<file path="config.mk">
export PLATFORM = sky130hd
export DESIGN_NAME = flex_trigger_grip_sequencer
export DESIGN_NICKNAME = d
export VERILOG_FILES = /design/src/design/ftgs_pkg.sv /design/src/design/ftgs_ram.sv /design/src/design/ftgs_ctrl.sv /design/src/design/ftgs_dp.sv /design/src/design/flex_trigger_grip_sequencer.sv
export SDC_FILE = /design/constraint.sdc
export NUM_CORES = 2
export LEC_CHECK = 0
export BUFFER_PORTS_ARGS = -buffer_cell sky130_fd_sc_hd__buf_4
export CAP_MARGIN = 10
export CORE_MARGIN = 1.5
export CORE_UTILIZATION = 67
export DETAILED_ROUTE_END_ITERATION = 8
export GPL_ROUTABILITY_DRIVEN = 1
export PLACE_DENSITY_LB_ADDON = 0.1
export SLEW_MARGIN = 30
export SYNTH_ARGS = -nofsm -noshare
export SYNTH_HDL_FRONTEND = slang
export SYNTH_SLANG_ARGS = --single-unit
export TNS_END_PERCENT = 30
</file>
<file path="constraint.sdc">
create_clock -name i_clk -period 10.5 [get_ports i_clk]
set_input_delay 0 -clock i_clk [delete_from_list [all_inputs] [get_ports i_clk]]
set_output_delay 0 -clock i_clk [all_outputs]
set_load 0.01 [all_outputs]
</file>
<file path="src/design/ftgs_pkg.sv">
`timescale 1ns / 1ps
// ----------------------------------------------------------------------------
// ftgs_pkg: shared types and constants for the flex trigger grip sequencer
// Sizes, register indexes, phase codes and controller/datapath link structs.
// ----------------------------------------------------------------------------
package ftgs_pkg;

    localparam int FINGERS     = 4;
    localparam int WINDOW      = 10;
    localparam int SAMPLE_BITS = 12;

    localparam int FW   = 3;                               // finger field width
    localparam int SW   = 12;                              // raw field width
    localparam int SLW  = $clog2(WINDOW);                  // slot index width
    localparam int CW   = $clog2(WINDOW + 1);              // fill count width
    localparam int KW   = (FINGERS > 1) ? $clog2(FINGERS) : 1;
    localparam int MD   = FINGERS * WINDOW;                // window memory depth
    localparam int MAW  = $clog2(MD);
    localparam int SUMW = SAMPLE_BITS + $clog2(WINDOW + 1);
    localparam int QW   = 21;                              // |(avg-open)*100| bits
    localparam int DW   = SAMPLE_BITS + 1;                 // |span| bits

    typedef enum logic [1:0] {
        PH_WAIT    = 2'd0,
        PH_INFLATE = 2'd1,
        PH_HOLD    = 2'd2,
        PH_RELEASE = 2'd3
    } t_phase;

    typedef enum logic [2:0] {
        REG_OPEN    = 3'd0,
        REG_CLOSED  = 3'd1,
        REG_TRIGGER = 3'd2,
        REG_REARM   = 3'd3,
        REG_INFLATE = 3'd4,
        REG_HOLD    = 3'd5,
        REG_RELEASE = 3'd6
    } t_reg;

    typedef enum logic [3:0] {
        ST_IDLE,
        ST_WRITE,
        ST_SUM_RD,
        ST_SUM_ACC,
        ST_AVG,
        ST_PCT_PREP,
        ST_PCT_DIV,
        ST_PCT_DONE,
        ST_SEQ,
        ST_OUT
    } t_state;

    typedef struct packed {
        logic load;        // capture accepted item
        logic mem_wr;      // write sample into window
        logic sum_clr;     // clear accumulator / read index
        logic sum_acc;     // add read data
        logic div_start;   // load a divider
        logic div_pct;     // 1: percent division, 0: average division
        logic div_step;    // one restoring step
        logic pct_upd;     // fold percent into scan max
        logic seq;         // run phase sequencer
        logic out_load;    // load output register
    } t_cmd;

    typedef struct packed {
        logic valid_k;
        logic last;
        logic sum_done;
        logic div_done;
    } t_stat;

endpackage

</file>
<file path="src/design/ftgs_ram.sv">
`timescale 1ns / 1ps
// ----------------------------------------------------------------------------
// ftgs_ram: generic single-port RAM
// One write and one registered read of the same address per cycle.
// ----------------------------------------------------------------------------
module ftgs_ram #(
    parameter int WIDTH = 12,
    parameter int DEPTH = 40
) (
    input  logic                     i_clk,
    input  logic                     i_we,
    input  logic [$clog2(DEPTH)-1:0] i_addr,
    input  logic [WIDTH-1:0]         i_wdata,
    output logic [WIDTH-1:0]         o_rdata
);
    logic [WIDTH-1:0] r_mem [DEPTH];
    logic [WIDTH-1:0] r_rdata;

    always_ff @(posedge i_clk) begin
        if (i_we) begin
            r_mem[i_addr] <= i_wdata;
        end
        r_rdata <= r_mem[i_addr];
    end

    assign o_rdata = r_rdata;
endmodule

</file>
<file path="src/design/ftgs_ctrl.sv">
`timescale 1ns / 1ps
// ----------------------------------------------------------------------------
// ftgs_ctrl: sequencing controller
// Steps one item through write, window sum, two divisions and the sequencer.
// ----------------------------------------------------------------------------
module ftgs_ctrl
    import ftgs_pkg::*;
(
    input  logic  i_clk,
    input  logic  i_rst_n,
    input  logic  i_in_fire,
    input  logic  i_out_free,
    input  t_stat i_stat,
    output logic  o_in_ready,
    output t_cmd  o_cmd
);
    t_state r_state, n_state;

    always_ff @(posedge i_clk) begin
        if (!i_rst_n) begin
            r_state <= ST_IDLE;
        end else begin
            r_state <= n_state;
        end
    end

    always_comb begin
        n_state    = r_state;
        o_cmd      = '0;
        o_in_ready = 1'b0;
        case (r_state)
            ST_IDLE: begin
                o_in_ready = 1'b1;
                if (i_in_fire) begin
                    o_cmd.load = 1'b1;
                    n_state    = ST_WRITE;
                end
            end
            ST_WRITE: begin
                if (i_stat.valid_k) begin
                    o_cmd.mem_wr  = 1'b1;
                    o_cmd.sum_clr = 1'b1;
                    n_state       = ST_SUM_RD;
                end else begin
                    n_state = i_stat.last ? ST_SEQ : ST_IDLE;
                end
            end
            ST_SUM_RD: begin
                n_state = ST_SUM_ACC;
            end
            ST_SUM_ACC: begin
                o_cmd.sum_acc = 1'b1;
                n_state       = i_stat.sum_done ? ST_AVG : ST_SUM_RD;
                if (i_stat.sum_done) begin
                    o_cmd.div_start = 1'b1;
                end
            end
            ST_AVG: begin
                o_cmd.div_step = 1'b1;
                if (i_stat.div_done) begin
                    o_cmd.div_step = 1'b0;
                    n_state        = ST_PCT_PREP;
                end
            end
            ST_PCT_PREP: begin
                o_cmd.div_start = 1'b1;
                o_cmd.div_pct   = 1'b1;
                n_state         = ST_PCT_DIV;
            end
            ST_PCT_DIV: begin
                o_cmd.div_pct  = 1'b1;
                o_cmd.div_step = 1'b1;
                if (i_stat.div_done) begin
                    o_cmd.div_step = 1'b0;
                    n_state        = ST_PCT_DONE;
                end
            end
            ST_PCT_DONE: begin
                o_cmd.pct_upd = 1'b1;
                n_state       = i_stat.last ? ST_SEQ : ST_IDLE;
            end
            ST_SEQ: begin
                if (i_out_free) begin
                    o_cmd.seq      = 1'b1;
                    o_cmd.out_load = 1'b1;
                    n_state        = ST_IDLE;
                end
            end
            default: n_state = ST_IDLE;
        endcase
    end
endmodule

</file>
<file path="src/design/ftgs_dp.sv">
`timescale 1ns / 1ps
// ----------------------------------------------------------------------------
// ftgs_dp: datapath
// Window memory, serial sum, shared restoring divider, scan max and phases.
// ----------------------------------------------------------------------------
module ftgs_dp
    import ftgs_pkg::*;
(
    input  logic        i_clk,
    input  logic        i_rst_n,
    input  t_cmd        i_cmd,
    input  logic [FW-1:0] i_finger,
    input  logic [SW-1:0] i_raw,
    input  logic        i_last,
    input  logic [31:0] i_now,
    input  logic        i_cfg_we,
    input  logic [2:0]  i_cfg_idx,
    input  logic [47:0] i_cfg_data,
    output t_stat       o_stat,
    output logic [13:0] o_result
);
    // configuration
    logic [47:0] r_open_cal, r_closed_cal;
    logic [6:0]  r_trig, r_rearm;
    logic [15:0] r_inflate, r_hold, r_release;

    always_ff @(posedge i_clk) begin
        if (!i_rst_n) begin
            r_open_cal   <= '0;
            r_closed_cal <= '1;
            r_trig       <= 7'd60;
            r_rearm      <= 7'd30;
            r_inflate    <= 16'd1000;
            r_hold       <= 16'd3000;
            r_release    <= 16'd1500;
        end else if (i_cfg_we) begin
            case (t_reg'(i_cfg_idx))
                REG_OPEN:    r_open_cal   <= i_cfg_data;
                REG_CLOSED:  r_closed_cal <= i_cfg_data;
                REG_TRIGGER: r_trig       <= i_cfg_data[6:0];
                REG_REARM:   r_rearm      <= i_cfg_data[6:0];
                REG_INFLATE: r_inflate    <= i_cfg_data[15:0];
                REG_HOLD:    r_hold       <= i_cfg_data[15:0];
                REG_RELEASE: r_release    <= i_cfg_data[15:0];
                default: ;
            endcase
        end
    end

    // captured item
    logic [FW-1:0] r_k;
    logic [SAMPLE_BITS-1:0] r_raw;
    logic          r_last;
    logic [31:0]   r_now;
    always_ff @(posedge i_clk) begin
        if (i_cmd.load) begin
            r_k    <= i_finger;
            r_raw  <= i_raw[SAMPLE_BITS-1:0];
            r_last <= i_last;
            r_now  <= i_now;
        end
    end
    logic valid_k;
    assign valid_k = ({29'd0, r_k} < 32'(FINGERS));
    logic [KW-1:0] kk;
    assign kk = r_k[KW-1:0];

    // per finger slot and fill
    logic [SLW-1:0] r_slot [FINGERS];
    logic [CW-1:0]  r_fill [FINGERS];
    logic [CW-1:0]  r_n;
    always_ff @(posedge i_clk) begin
        if (!i_rst_n) begin
            for (int f = 0; f < FINGERS; f++) begin
                r_slot[f] <= '0;
                r_fill[f] <= '0;
            end
        end else if (i_cmd.mem_wr) begin
            r_slot[kk] <= (32'(r_slot[kk]) + 1 >= WINDOW) ? '0 : r_slot[kk] + 1'b1;
            if (32'(r_fill[kk]) < WINDOW) begin
                r_fill[kk] <= r_fill[kk] + 1'b1;
            end
        end
    end
    always_ff @(posedge i_clk) begin
        if (i_cmd.mem_wr) begin
            r_n <= (32'(r_fill[kk]) < WINDOW) ? r_fill[kk] + 1'b1 : r_fill[kk];
        end
    end

    // window memory and serial sum
    logic [SLW-1:0] r_idx;
    logic [SUMW-1:0] r_sum;
    logic [MAW-1:0] base, addr;
    logic [SAMPLE_BITS-1:0] rdata;
    assign base = MAW'(32'(kk) * WINDOW);
    assign addr = base + MAW'(i_cmd.mem_wr ? r_slot[kk] : r_idx);

    ftgs_ram #(.WIDTH(SAMPLE_BITS), .DEPTH(MD)) u_ram (
        .i_clk  (i_clk),
        .i_we   (i_cmd.mem_wr),
        .i_addr (addr),
        .i_wdata(r_raw),
        .o_rdata(rdata)
    );

    always_ff @(posedge i_clk) begin
        if (i_cmd.sum_clr) begin
            r_idx <= '0;
            r_sum <= '0;
        end else if (i_cmd.sum_acc) begin
            r_sum <= r_sum + SUMW'(rdata);
            r_idx <= r_idx + 1'b1;
        end
    end
    logic sum_done;
    assign sum_done = (CW'(r_idx) + 1'b1 >= r_n);

    // calibration select
    logic [SAMPLE_BITS-1:0] open_v, closed_v;
    always_comb begin
        open_v   = '0;
        closed_v = '0;
        for (int f = 0; f < FINGERS; f++) begin
            if (kk == KW'(f) && f < 4) begin
                open_v   = r_open_cal[12*(f%4) +: SAMPLE_BITS];
                closed_v = r_closed_cal[12*(f%4) +: SAMPLE_BITS];
            end
        end
    end

    // shared restoring divider on magnitudes
    logic [QW-1:0] r_q;
    logic [DW:0]   r_rem;
    logic [DW-1:0] r_dvs;
    logic [4:0]    r_cnt;
    logic          r_neg;
    logic [SAMPLE_BITS-1:0] r_avg;

    logic signed [13:0] diff, span;
    logic signed [20:0] numer;
    assign diff  = $signed({2'b0, r_avg}) - $signed({2'b0, open_v});
    assign span  = ($signed({2'b0, closed_v}) == $signed({2'b0, open_v})) ? 14'sd1
                 : $signed({2'b0, closed_v}) - $signed({2'b0, open_v});
    assign numer = 21'(diff) * 21'sd100;

    logic [DW:0] trial;
    assign trial = {r_rem[DW-1:0], r_q[QW-1]} - {1'b0, r_dvs};

    always_ff @(posedge i_clk) begin
        if (i_cmd.div_start) begin
            r_rem <= '0;
            r_cnt <= '0;
            if (i_cmd.div_pct) begin
                r_q   <= numer[20] ? QW'(-numer) : QW'(numer);
                r_dvs <= span[13] ? DW'(-span) : DW'(span);
                r_neg <= numer[20] ^ span[13];
            end else begin
                r_q   <= QW'(r_sum) + QW'(rdata);
                r_dvs <= DW'(r_n);
                r_neg <= 1'b0;
            end
        end else if (i_cmd.div_step) begin
            r_cnt <= r_cnt + 1'b1;
            if (!trial[DW]) begin
                r_rem <= trial;
                r_q   <= {r_q[QW-2:0], 1'b1};
            end else begin
                r_rem <= {r_rem[DW-1:0], r_q[QW-1]};
                r_q   <= {r_q[QW-2:0], 1'b0};
            end
        end
    end
    logic div_done;
    assign div_done = (r_cnt == 5'(QW));

    always_ff @(posedge i_clk) begin
        if (div_done && !i_cmd.div_pct && !i_cmd.div_start) begin
            r_avg <= r_q[SAMPLE_BITS-1:0];
        end
    end

    // scan max and phase sequencer
    logic [6:0] pct;
    always_comb begin
        if (r_neg && r_q != '0) begin
            pct = 7'd0;
        end else if (r_q > QW'(100)) begin
            pct = 7'd100;
        end else begin
            pct = r_q[6:0];
        end
    end

    logic [6:0]  r_max;
    t_phase      r_phase;
    logic        r_armed;
    logic [31:0] r_start;
    logic [13:0] r_res;
    logic [31:0] elapsed;
    assign elapsed = r_now - r_start;

    always_ff @(posedge i_clk) begin
        if (!i_rst_n) begin
            r_max   <= '0;
            r_phase <= PH_WAIT;
            r_armed <= 1'b1;
            r_start <= '0;
        end else if (i_cmd.pct_upd) begin
            if (pct > r_max) r_max <= pct;
        end else if (i_cmd.seq) begin
            r_max <= '0;
            case (r_phase)
                PH_WAIT: begin
                    if ((r_max <= r_rearm || r_armed) && r_max >= r_trig) begin
                        r_armed <= 1'b0;
                        r_phase <= PH_INFLATE;
                        r_start <= r_now;
                    end else if (r_max <= r_rearm) begin
                        r_armed <= 1'b1;
                    end
                end
                PH_INFLATE: if (elapsed >= {16'd0, r_inflate}) begin
                    r_phase <= PH_HOLD;
                    r_start <= r_now;
                end
                PH_HOLD: if (elapsed >= {16'd0, r_hold}) begin
                    r_phase <= PH_RELEASE;
                    r_start <= r_now;
                end
                default: if (elapsed >= {16'd0, r_release}) begin
                    r_phase <= PH_WAIT;
                    r_start <= r_now;
                end
            endcase
        end
    end

    // next phase and armed as they will be after the sequencer step
    t_phase nph;
    logic   narm;
    always_comb begin
        nph  = r_phase;
        narm = r_armed;
        case (r_phase)
            PH_WAIT: begin
                if (r_max <= r_rearm) narm = 1'b1;
                if (narm && r_max >= r_trig) begin
                    narm = 1'b0;
                    nph  = PH_INFLATE;
                end
            end
            PH_INFLATE: if (elapsed >= {16'd0, r_inflate}) nph = PH_HOLD;
            PH_HOLD:    if (elapsed >= {16'd0, r_hold})    nph = PH_RELEASE;
            default:    if (elapsed >= {16'd0, r_release}) nph = PH_WAIT;
        endcase
    end

    always_ff @(posedge i_clk) begin
        if (i_cmd.out_load) begin
            r_res <= {narm, nph, (r_phase == PH_RELEASE), (r_phase == PH_INFLATE),
                      r_phase, r_max};
        end
    end

    assign o_result = r_res;
    assign o_stat   = '{valid_k: valid_k, last: r_last, sum_done: sum_done,
                        div_done: div_done};
endmodule

</file>
<file path="src/design/flex_trigger_grip_sequencer.sv">
`timescale 1ns / 1ps
// ----------------------------------------------------------------------------
// flex_trigger_grip_sequencer: flex-sensor triggered pneumatic grip sequencer
// Moving-average bend percent per finger drives a wait/inflate/hold/release
// valve sequence once per scan.
// ----------------------------------------------------------------------------
// One sample transfer runs a write, a window sum over up to ten filled slots,
// which reads the memory one slot at a time, and one shared restoring divider
// for 21 steps for the average and 21 for the percent; no new sample is taken
// before it ends. Out-of-range fingers skip the write, sum and divisions. A
// scan-end transfer also runs the phase sequencer and produces one result transfer.
// Input tdata: finger[2:0], raw_sample[14:3], now_ms[46:15], zero pad to 48;
// tlast is scan_end. Output tdata: max_pct[6:0], acting_phase[8:7],
// inlet_open[9], exhaust_open[10], next_phase[12:11], armed_flag[13], pad 16.
// Write configuration only while no transfer is in flight.
module flex_trigger_grip_sequencer
    import ftgs_pkg::*;
(
    input  logic        i_clk,
    input  logic        i_rst_n,
    input  logic        s_axis_tvalid,
    output logic        s_axis_tready,
    input  logic [47:0] s_axis_tdata,   // finger, raw_sample, now_ms
    input  logic        s_axis_tlast,   // scan_end
    output logic        m_axis_tvalid,
    input  logic        m_axis_tready,
    output logic [15:0] m_axis_tdata,   // max_pct, acting_phase, inlet, exhaust, next, armed
    input  logic        i_cfg_we,
    input  logic [2:0]  i_cfg_idx,
    input  logic [47:0] i_cfg_data
);
    t_cmd  cmd;
    t_stat stat;
    logic  in_fire;
    logic  r_ovalid;
    logic [13:0] result;

    assign in_fire = s_axis_tvalid && s_axis_tready;

    ftgs_ctrl u_ctrl (
        .i_clk     (i_clk),
        .i_rst_n   (i_rst_n),
        .i_in_fire (in_fire),
        .i_out_free(!r_ovalid || m_axis_tready),
        .i_stat    (stat),
        .o_in_ready(s_axis_tready),
        .o_cmd     (cmd)
    );

    ftgs_dp u_dp (
        .i_clk     (i_clk),
        .i_rst_n   (i_rst_n),
        .i_cmd     (cmd),
        .i_finger  (s_axis_tdata[2:0]),
        .i_raw     (s_axis_tdata[14:3]),
        .i_last    (s_axis_tlast),
        .i_now     (s_axis_tdata[46:15]),
        .i_cfg_we  (i_cfg_we),
        .i_cfg_idx (i_cfg_idx),
        .i_cfg_data(i_cfg_data),
        .o_stat    (stat),
        .o_result  (result)
    );

    // hold the result until the downstream transfer completes
    always_ff @(posedge i_clk) begin
        if (!i_rst_n) begin
            r_ovalid <= 1'b0;
        end else if (cmd.out_load) begin
            r_ovalid <= 1'b1;
        end else if (m_axis_tready) begin
            r_ovalid <= 1'b0;
        end
    end

    assign m_axis_tvalid = r_ovalid;
    assign m_axis_tdata  = {2'b00, result};
endmodule
</file>
==> impl_metrics.tcl <==
set metrics [dict create \
    power_frac_comb 0.190 \
    relSlewSlack 0.305 \
    p_leak_nw 17.7 \
    drtIter0Drc 3331 \
    io_buffers 119 \
    die_h_um 252 \
    yosys.cell_types.count 81 \
    synth-seq-cells 882 \
    cpMostUsedCell "a21o_1" \
    track_usage 0.336 \
    postSynthAreaPerCell_um2 11.3 \
    dieWidth_um 252 \
    tightest_slew_ns 1.04 \
    ioPinCount 123 \
    syn_inst 3682 \
    ant_nets 0 \
    slowest_stage "edfxtp_1" \
    async_reset_ff_frac 0 \
    ys_warn_count 0 \
    numCtsBuffers 88 \
    vias_per_cell 6.40 \
    grt_pass1_wl_um 164000 \
    fin_setup_tns_ns 0 \
    finalSetupViolCount 0 \
    clock_sinks 882 \
    skew_ns 0.0222 \
    power_density_nw_per_um2 184 \
    drv_cap 0 \
    sw_frac_of_total 0.279 \
    wl_per_cell_um 22.7 \
    start_util 0.675 \
    dominantRegCellSynth "edfxtp_1" \
    synth-edff-count 625 \
    status "completed" \
    fin_crit_sh 0.714 \
    wl_um 108000 \
    dpl_cell_area_um2 43400 \
    synth_sequential_area_ratio 0.576 \
    cts_tree "built" \
    path_clk_slew_ns 0.06 \
    die_area_um2 63400 \
    dp_hpwl_um 69900 \
    drv_slew 0 \
    place_congestion 0.909 \
    power_frac_clock 0.362 \
    stdcell_area_um2 47500 \
    grt_pass1_vias 29600 \
    antenna_found_initial 3 \
    syn2layout_area_growth_pct 14.3 \
    required_ns 10.88 \
    grt_max_degree 72 \
    report.power.total_w 0.00873 \
    seq_power_share 0.448 \
    htreeDepth 3 \
    path_class "reg2reg" \
    fmax_ghz 0.133 \
    drive_gt1_frac 0.113 \
    rsz0062_at_grt "false" \
    p_switching_w 0.00244 \
    coreArea_um2 61500 \
    first_pass_iters 8 \
    path_buf_inv 4 \
    cp.arrival_ns 7.87 \
    cts_root_buffer "clkbuf_16" \
    critical_path.top_delay_family "compound AO/OA/AOI/OAI gates" \
    cp_max_fo 20 \
    start_kind "register" \
    syn-cell-area_um2 41500 \
    drc_errors 0 \
    utilization 0.772 \
    post_cts_resized 0 \
    num_vias 30500 \
    peakVddDrop_v 0.000186 \
    finalHoldViolCount 0 \
    slowest_delay_ns 0.76 \
    final_nets 4226 \
    cp-end-kind "register" \
    period_needed_ns 7.49 \
    grt-ovfl-total 0 \
    rows 91 \
    clk_latency_ns 0.65 \
    fin_hold_ws_ns 0.0663 \
    clockBufferDepth 3 \
    hold_path_class "in2reg" \
    intPower_w 0.00629 \
]
[synthesized netlist by cell type, drive strengths merged (12+ instances only)]
library cell | number | area, µm²
a221oi | 35 | 307
a21o | 52 | 390
clkbuf | 152 | 571
dfxtp | 257 | 5140
or3 | 21 | 131
and2 | 14 | 87.6
o211ai | 33 | 248
o22ai | 14 | 87.6
a211oi | 20 | 150
nand2 | 577 | 2170
o31ai | 12 | 90.1
mux4 | 40 | 901
nand4 | 34 | 213
edfxtp | 625 | 18800
nor2b | 37 | 231
mux2i | 95 | 951
buf | 34 | 176
o21a | 14 | 105
a41oi | 14 | 123
nor2 | 214 | 803
a2111oi | 15 | 151
xor2 | 51 | 447
fa | 14 | 280
ha | 210 | 2630
nand2b | 29 | 181
or2 | 13 | 81.3
inv | 197 | 739
xnor2 | 69 | 612
nand3 | 100 | 500
o21ai | 122 | 611
nor4 | 15 | 115
a22oi | 100 | 751
and3 | 12 | 75.1
a21oi | 252 | 1260
nor3 | 48 | 240
a22o | 17 | 149
a31oi | 28 | 190
[routing by layer]
metal  part of all wire  track usage  up-vias
met4              0.040        0.142        2
met3              0.091       0.0579      270
met2               0.49        0.563     1515
met5            0.00012            0        -
met1               0.38        0.433    14800
li1                   -            -    13900
[state kept, by name (all words and copies together), names as in the netlist, 5 cells and up, named ones only]
signal              count
u_dp.u_ram.r_mem      480
u_dp.r_closed_cal      48
u_dp.r_open_cal        48
u_dp.r_now             32
u_dp.r_start           32
u_dp.r_q               21
u_dp.r_fill            16
u_dp.r_hold            16
u_dp.r_inflate         16
u_dp.r_release         16
u_dp.r_slot            16
u_dp.r_sum             16
u_dp.o_result          14
u_dp.r_dvs             13
u_dp.r_rem             13
u_dp.r_avg             12
u_dp.r_raw             12
u_dp.u_ram.o_rdata     12
u_dp.r_max              7
u_dp.r_rearm            7
u_dp.r_trig             7
u_dp.r_cnt              5
[path summary, 6_finish.rpt]
kind	start	endpoint	slack [ns]	cells past startpoint
setup / recovery	u_dp.r_k[0]	u_dp.r_q[19]	3.01	27
hold / removal	s_axis_tdata[4]	u_dp.r_raw[1]	0.07	2
setup reg to reg	u_dp.r_k[0]	u_dp.r_q[19]	3.01	27
hold reg to reg	u_dp.r_open_cal[24]	u_dp.r_open_cal[24]	0.45	2
[per-stage QoR]
stage	cells	setup slack, ns
after floorplan	3683	3.73
after global placement	4491	3.20
after detailed placement	4494	3.02
after CTS	4762	2.95
after global routing	4763	2.46
final	4764	3.01
[cells in the final DEF, fill, tap and decap left out, drive strengths merged, types with 20 or more instances in the layout]
cell type,Yosys,layout
edfxtp,625,625
mux2i,95,95
inv,197,204
o21ai,122,122
clkbuf,152,118
a211oi,20,20
dlygate4sd3,0,103
xor2,51,51
a22oi,100,100
o211ai,33,33
dfxtp,257,257
a31oi,28,28
buf,34,207
nor2,214,214
nor3,48,48
nand3,100,100
a21o,52,52
a221oi,35,35
nand4,34,34
or3,21,21
nand2,577,577
nand2b,29,29
a21oi,252,252
nor2b,37,37
mux4,40,40
xnor2,69,69
clkinv,1,32
ha,210,210
[layout make-up]
class | instances | area [µm²]
sequential | 882 | 23900
clock inverter | 47 | 460
tap | 790 | 988
multi-input combinational | 2417 | 16300
fill | 3810 | 14000
antenna | 2 | 5.00
inverter | 198 | 743
clock buffer | 118 | 2470
timing repair buffer | 310 | 2600
[repair_timing]
action                    CTS  global route
hold endpoints to repair  225             0
buffers inserted            0             0
hold buffers              103             0
[cells by family after synthesis]
logic type / share of synthesized area
buffers and inverters: 0.0359
other: 0.0000904
XOR/XNOR: 0.0255
adder cells (fa/ha/maj): 0.0701
AO/OA/AOI/OAI: 0.125
multiplexers: 0.0468
flip-flops: 0.576
AND/OR/NAND/NOR: 0.120
[power by group through the flow]
stage / registers (W) / clock network [W] / logic, W
after global routing: 0.00392 / 0.00332 / 0.00179
final: 0.00391 / 0.00316 / 0.00166
after global placement: 0.00398 / 0 / 0.00151
after CTS: 0.00391 / 0.00319 / 0.00163
after floorplan: 0.00397 / 0 / 0.00111
after detailed placement: 0.00398 / 0 / 0.00158
Note: power is estimated with default switching activity, not from simulation.
